--- src/rtl/dlf_pkg.sv ---
// shared types and constants for the dense layer forward block
package dlf_pkg;

    // input item modes
    localparam logic [1:0] MODE_WEIGHT = 2'd0;
    localparam logic [1:0] MODE_BIAS   = 2'd1;
    localparam logic [1:0] MODE_SAMPLE = 2'd2;

    // configuration register indexes
    localparam logic [1:0] REG_IN_COUNT    = 2'd0;
    localparam logic [1:0] REG_OUT_COUNT   = 2'd1;
    localparam logic [1:0] REG_RELU_ENABLE = 2'd2;

    localparam int unsigned CNT_W      = 5;
    localparam logic [4:0]  IN_COUNT_RST  = 5'd16;
    localparam logic [4:0]  OUT_COUNT_RST = 5'd16;

    typedef struct packed {
        logic [1:0]         mode;
        logic [3:0]         row_index;
        logic [3:0]         col_index;
        logic signed [15:0] value;
    } t_in_item;

    typedef struct packed {
        logic [3:0]         out_index;
        logic signed [15:0] out_value;
        logic               saturated;
        logic               last;
    } t_out_item;

    typedef enum logic [1:0] {
        S_IDLE,
        S_MAC,
        S_FINISH
    } t_state;

    typedef struct packed {
        logic weight_wr;
        logic bias_wr;
        logic sample_wr;
        logic mac_valid;
        logic mac_first;
        logic mac_last;
        logic emit;
        logic emit_last;
    } t_dp_cmd;

    typedef struct packed {
        logic acc_full;
        logic out_free;
    } t_dp_status;

endpackage

--- src/rtl/dlf_ctrl.sv ---
// controller: element counting, mac sequencing and result emission
module dlf_ctrl #(
    parameter int IN_MAX  = 16,
    parameter int OUT_MAX = 16
) (
    input  logic                  i_clk,
    input  logic                  i_rst_n,
    input  logic                  i_in_valid,
    input  logic [1:0]            i_mode,
    input  logic [dlf_pkg::CNT_W-1:0] i_in_count,
    input  logic [dlf_pkg::CNT_W-1:0] i_out_count,
    input  dlf_pkg::t_dp_status   i_status,
    output logic                  o_in_stall,
    output dlf_pkg::t_dp_cmd      o_cmd,
    output logic [((IN_MAX > 1) ? $clog2(IN_MAX) : 1)-1:0]   o_elem_idx,
    output logic [((IN_MAX > 1) ? $clog2(IN_MAX) : 1)-1:0]   o_k,
    output logic [((OUT_MAX > 1) ? $clog2(OUT_MAX) : 1)-1:0] o_j
);

    localparam int KW     = (IN_MAX > 1) ? $clog2(IN_MAX) : 1;
    localparam int JW     = (OUT_MAX > 1) ? $clog2(OUT_MAX) : 1;
    localparam int CW_IN  = $clog2(IN_MAX + 1);
    localparam int CW_OUT = $clog2(OUT_MAX + 1);

    dlf_pkg::t_state r_state, n_state;
    logic [KW-1:0]     r_elem_cnt, n_elem_cnt;
    logic [KW-1:0]     r_k, n_k;
    logic [JW-1:0]     r_j, n_j;
    logic [CW_IN-1:0]  n_in;
    logic [CW_OUT-1:0] n_out;
    logic              accept;
    logic              sample_done;
    logic              k_last;
    logic              j_last;

    // zero acts as one, values above the maximum act as the maximum
    always_comb begin
        if (i_in_count == '0) begin
            n_in = CW_IN'(1);
        end else if (32'(i_in_count) > IN_MAX) begin
            n_in = CW_IN'(IN_MAX);
        end else begin
            n_in = CW_IN'(i_in_count);
        end
        if (i_out_count == '0) begin
            n_out = CW_OUT'(1);
        end else if (32'(i_out_count) > OUT_MAX) begin
            n_out = CW_OUT'(OUT_MAX);
        end else begin
            n_out = CW_OUT'(i_out_count);
        end
    end

    assign accept      = i_in_valid && (r_state == dlf_pkg::S_IDLE);
    assign sample_done = (CW_IN'(r_elem_cnt) + CW_IN'(1)) >= n_in;
    assign k_last      = (CW_IN'(r_k) + CW_IN'(1)) == n_in;
    assign j_last      = (CW_OUT'(r_j) + CW_OUT'(1)) == n_out;

    always_ff @(posedge i_clk) begin
        if (!i_rst_n) begin
            r_state    <= dlf_pkg::S_IDLE;
            r_elem_cnt <= '0;
            r_k        <= '0;
            r_j        <= '0;
        end else begin
            r_state    <= n_state;
            r_elem_cnt <= n_elem_cnt;
            r_k        <= n_k;
            r_j        <= n_j;
        end
    end

    always_comb begin
        n_state    = r_state;
        n_elem_cnt = r_elem_cnt;
        n_k        = r_k;
        n_j        = r_j;
        o_cmd      = '0;
        unique case (r_state)
            dlf_pkg::S_IDLE: begin
                if (accept) begin
                    o_cmd.weight_wr = (i_mode == dlf_pkg::MODE_WEIGHT);
                    o_cmd.bias_wr   = (i_mode == dlf_pkg::MODE_BIAS);
                    o_cmd.sample_wr = (i_mode == dlf_pkg::MODE_SAMPLE);
                    if (i_mode == dlf_pkg::MODE_SAMPLE) begin
                        if (sample_done) begin
                            n_elem_cnt = '0;
                            n_k        = '0;
                            n_j        = '0;
                            n_state    = dlf_pkg::S_MAC;
                        end else begin
                            n_elem_cnt = r_elem_cnt + KW'(1);
                        end
                    end
                end
            end
            dlf_pkg::S_MAC: begin
                o_cmd.mac_valid = 1'b1;
                o_cmd.mac_first = (r_k == '0);
                o_cmd.mac_last  = k_last;
                if (k_last) begin
                    n_k     = '0;
                    n_state = dlf_pkg::S_FINISH;
                end else begin
                    n_k = r_k + KW'(1);
                end
            end
            dlf_pkg::S_FINISH: begin
                // wait for a finished sum in the accumulator and for the output slot to free up
                if (i_status.acc_full && i_status.out_free) begin
                    o_cmd.emit      = 1'b1;
                    o_cmd.emit_last = j_last;
                    if (j_last) begin
                        n_j     = '0;
                        n_state = dlf_pkg::S_IDLE;
                    end else begin
                        n_j     = r_j + JW'(1);
                        n_state = dlf_pkg::S_MAC;
                    end
                end
            end
            default: begin
                n_state = dlf_pkg::S_IDLE;
            end
        endcase
    end

    assign o_in_stall = (r_state != dlf_pkg::S_IDLE);
    assign o_elem_idx = r_elem_cnt;
    assign o_k        = r_k;
    assign o_j        = r_j;

    a_last_emit_idles: assert property (@(posedge i_clk) disable iff (!i_rst_n)
        o_cmd.emit && o_cmd.emit_last |=> r_state == dlf_pkg::S_IDLE)
        else $error("block not idle after last result of a sample");

    a_elem_cnt_cleared: assert property (@(posedge i_clk) disable iff (!i_rst_n)
        r_state != dlf_pkg::S_IDLE |-> r_elem_cnt == '0)
        else $error("element count not cleared while a sample is processed");

    a_mac_k_zero_entry: assert property (@(posedge i_clk) disable iff (!i_rst_n)
        r_state == dlf_pkg::S_FINISH |-> r_k == '0)
        else $error("mac counter not rewound before finishing a neuron");

endmodule

--- config.mk ---
export PLATFORM = sky130hd
export DESIGN_NAME = dlf_ctrl
export DESIGN_NICKNAME = d
export VERILOG_FILES = /design/src/rtl/dlf_pkg.sv /design/src/rtl/dlf_ctrl.sv
export SDC_FILE = /design/constraint.sdc
export NUM_CORES = 1
export LEC_CHECK = 0
export ABC_AREA = 1
export BUFFER_PORTS_ARGS = -buffer_cell sky130_fd_sc_hd__clkbuf_2
export CAP_MARGIN = 20
export CELL_PAD_IN_SITES_DETAIL_PLACEMENT = 1
export CELL_PAD_IN_SITES_GLOBAL_PLACEMENT = 2
export CORE_MARGIN = 8
export CORE_UTILIZATION = 28
export DETAILED_ROUTE_END_ITERATION = 10
export PLACE_DENSITY_LB_ADDON = 0.15
export SETUP_SLACK_MARGIN = 0.02
export SYNTH_ARGS = -nofsm -noshare
export SYNTH_HDL_FRONTEND = slang
export SYNTH_SLANG_ARGS = --single-unit
--- constraint.sdc ---
create_clock -name i_clk -period 4.09 [get_ports i_clk]
set_input_delay 0.818 -clock i_clk [delete_from_list [all_inputs] [get_ports i_clk]]
set_output_delay 0.818 -clock i_clk [all_outputs]
set_load 0.05 [all_outputs]
## After elaboration in Yosys (flattened, before gate mapping)

Cells that the tools add are included.

| word-level totals | value |
|---|---|
| bits in registers | 14 |
| input bits | 17 |
| output and inout bits | 21 |
| logic and storage cells | 63 |

| cells by class | value |
|---|---|
| add/sub/neg operators | 6 |
| magnitude comparators | 3 |
| equality and inequality tests | 11 |
| mux-type cells | 25 |
| reduce and logical (&&, ||, !) cells | 14 |

Operator list:

| cell | number |
|---|---|
| 4-bit two-way mux | 7 |
| 5-bit two-way mux | 4 |
| 4-bit case mux with 2 select lines | 2 |
| 4-bit by 1-bit adder with 5-bit output, second input constant | 3 |
| 2-bit two-way mux | 7 |
| 4-bit by 1-bit adder with 4-bit output, second input constant | 3 |
| 5-bit == test | 2 |
| 5-bit > comparator, second input constant | 2 |
| 5-bit zero test | 2 |
| 5-bit AND reduction | 2 |
| 3-bit two-way mux | 3 |
| 2-bit inequality test, second input constant | 4 |
| 2-bit case mux with 3 select lines | 1 |
| 2-bit nonzero test | 3 |
| 5-bit greater-or-equal comparator | 1 |
| 2-bit by 1-bit == test with 1-bit output, second input constant | 2 |
| 2-bit == test, second input constant | 2 |
| 2-bit zero test | 2 |
| 4-bit zero test | 1 |
| 4-bit AND reduction | 1 |
| 3-bit AND reduction | 1 |
| 1-bit logical AND | 2 |
| 2-bit by 1-bit inequality test with 1-bit output, second input constant | 1 |
| 1-bit two-way mux | 1 |

## Depth between registers and ports, before layout

| depth | value |
|---|---|
| depth after elaboration | 8 |
| gate-level depth with buffers | 13 |
| gate-level depth less buffers | 13 |

## Worst setup path after synthesis

OpenSTA, ideal clock, no wires.

| timing | value |
|---|---|
| path kind | register to output |
| start | register r_j[0], in the netlist o_j[0] |
| end | output port o_cmd[0] (netlist name) |
| arrival | 2.943 ns |
| required time | 3.272 ns |
| setup slack | 0.329 ns |
| cell stages (with the launch flop) | 8 |
| buffers on the path | 0 |
| cell sequence | dfxtp_1 -> ha_1 -> nand2_1 -> nor2_1 -> xor2_1 -> nor2_1 -> nand3_2 -> nor4_1 |

RTL lines:

| element | RTL line | text |
|---|---|---|
| start: declaration | dlf_ctrl.sv:28 | `logic [JW-1:0] r_j, n_j;` |
| start signal: assignment | dlf_ctrl.sv:69 | `r_j <= n_j;` |
| end: declaration | dlf_ctrl.sv:14 | `output dlf_pkg::t_dp_cmd o_cmd,` |

==> flow_summary.ini <==
[run_status]
status = completed

[final_layout]
final_area_um2 = 1580
area_growth_pct = 23.3
layout-drive-gt1-share = 0.224
mostFrequentLayoutCells = nand2_1 (60), inv_1 (37), clkbuf_2 (37), nand3_1 (22), nor2_1 (17)
antenna_cells = 0
fin_util = 0.360
fin_nets = 281
final_common_cell = nand2_1

[critical_path]
cp_data_arrival_time_ns = 2.05
required_ns = 3.27
endpoint_kind = output pin
path_cells = inv_1 -> ha_1 -> xnor2_1 -> nor2_1 -> nand4_1 -> inv_1 -> clkbuf_2
worstPathMaxFanout = 7
slowest_delay_ns = 0.47
cp_common_cell = inv_1
critPathSlowestCell = dfxtp_1
cp-start-kind = flop
worst-setup-path-type = reg2out
ff2ff_setup_slack_ns = 2.00

[min_path]
worstHoldPathType = reg2reg

[sta]
fin_crit_sh = 0.702
hold_violations = 0
rsz0062_at_grt = no
clock_skew_ns = 0.000692
tightest_slew_ns = 0.487
tns_ns = 0
min_period_ns = 2.87
max_freq_mhz = 348
slew_headroom = 0.674
setup_viol = 0
drv_slew = 0

[floorplanning]
die_w_um = 83.6
die-area_um2 = 6990
rows = 24
top_level_ports = 38
start_util = 0.292
die_h_um = 83.6
core_um2 = 4380

[global_route]
overflow = 0
gr-usage-all-layers = 0.111
antenna_found_initial = 0
grt_max_degree = 11
grt_pass1_wl_um = 6820
grt_pass1_vias = 1484

[synth]
ys_seq_elements = 14
mappedNetlistArea_um2 = 1280
avgSynthCellArea_um2 = 5.98
yosysUniqueCellTypes = 24
synth_cells = 214
ys_warn_count = 0
synth_fp_nets = 240
yosysSeqAreaShare = 0.219

[clocking]
clock_path_buffers = 2
numCtsBuffers = 3
clkSlewWorstSetupHoldPaths_ns = 0.06
clkLatencyLatePin_ns = 0.25
root_buffer = clkbuf_8
cts_setup_buffers = 0
hold_buffers = 0
cts_tree = done
cts_sinks = 14
cts-htree-levels = 1
cts_resized = 0

[route]
wl_per_cell_um = 12.5
drt-pass1-iter-count = 4
ant_nets = 0
routed_wirelength_um = 3810
drt_iter0_markers = 53
viasPerCell = 4.67
drc = 0
vias = 1429

[power_and_ir_drop]
p_comb_frac = 0.209
internal_power_uw = 248
p_per_area_nw_per_um2 = 225
p_sw_uw = 107
ir_drop_mv = 0.174
power_frac_seq = 0.399
power.share.clock = 0.392
switching_share = 0.302
leakagePower_uw = 0.000858

[flow_run]
timing.max_cap.violations = 0

[place]
dpl.hpwl_um = 3220
place_area_um2 = 1520
place_congestion = 0.794
io_buffers = 37
## cell type report
type                    count  area, um^2
flip-flops and latches     14         280
multi-input cells         156         830
well taps                  52        65.1
fillers                   623        2810
repair buffers             37         185
inverters                  43         161
clock buffers               4        55.1
## path summary, 6_finish.rpt
kind                               startpoint             to  cells past startpoint
worst max-delay path                   o_k[0]       o_cmd[2]                      7
worst min-delay path            o_elem_idx[3]  o_elem_idx[3]                      2
worst max register to register  o_elem_idx[0]         o_j[0]                     11
worst min register to register  o_elem_idx[3]  o_elem_idx[3]                      2
## routing by layer
layer / global-route usage / wire (um)
met5: 0 / 0
met4: 0.00942 / 14
met3: 0.0352 / 172
met2: 0.173 / 1610
met1: 0.150 / 2020
## cell families (layout without fill, tap and decap cells)
logic type | count (synthesis) | in the layout | share of synthesized area
and+or+nand+nor | 122 | 122 | 0.440
buffers and inverters | 44 | 84 | 0.132
AOI/OAI and AO/OA | 19 | 19 | 0.0793
DFF | 14 | 14 | 0.219
adders and majority gates | 9 | 9 | 0.0881
xor gates and xnor gates | 6 | 6 | 0.0411
## power by group through the flow
stage	logic [uW]	registers [uW]	clock network (uW)
after detailed placement	75.2	145	0
after CTS	75.6	142	145
after global routing	84.4	142	150
final	74.2	142	139
after floorplan	45.5	150	0
after global placement	74.6	145	0
## per-stage QoR
stage | power (uW) | cells | hold slack (ns) | setup slack (ns)
finish | 355 | 306 | 0.488 | 1.22
detailed placement | 220 | 302 | 0.484 | 1.22
CTS | 362 | 306 | 0.495 | 1.18
global placement | 219 | 302 | 0.471 | 1.23
global route | 376 | 306 | 0.519 | 1.01
floorplan | 196 | 214 | 0.650 | 0.329
## Yosys cell counts
master,n,share of area
nand4_1,5,0.024
a21oi_1,14,0.055
inv_2,5,0.015
ha_1,9,0.088
nand3_1,22,0.086
buf_4,1,0.0059
dfxtp_1,14,0.22
nand2_2,2,0.0098
nand2_1,60,0.18
nor4_1,1,0.0049
inv_1,37,0.11
nor2_2,3,0.015
nor2_4,2,0.018
nand4_2,1,0.0098
xnor2_1,1,0.0069
a21oi_2,1,0.0069
nand3_2,2,0.016
o21ai_0,3,0.012
nor3_1,5,0.020
nor2_1,17,0.050
o21bai_1,1,0.0059
nand3b_1,2,0.012
clkinv_1,1,0.0029
xor2_1,5,0.034
## state kept, by name (all words and copies together), names as in the netlist
signal and cells:
o_k 4, r_state 2, o_elem_idx 4, o_j 4
## worst max-delay path: cells and delay by family, from the launching register on
family                   cells  cell delay (ns)
XOR/XNOR                     1             0.13
adder cells (fa/ha/maj)      1             0.34
AND/OR/NAND/NOR              2             0.34
buffers and inverters        3             0.52
flip-flops                   1             0.47
Note: power is estimated with default switching activity, not from simulation.
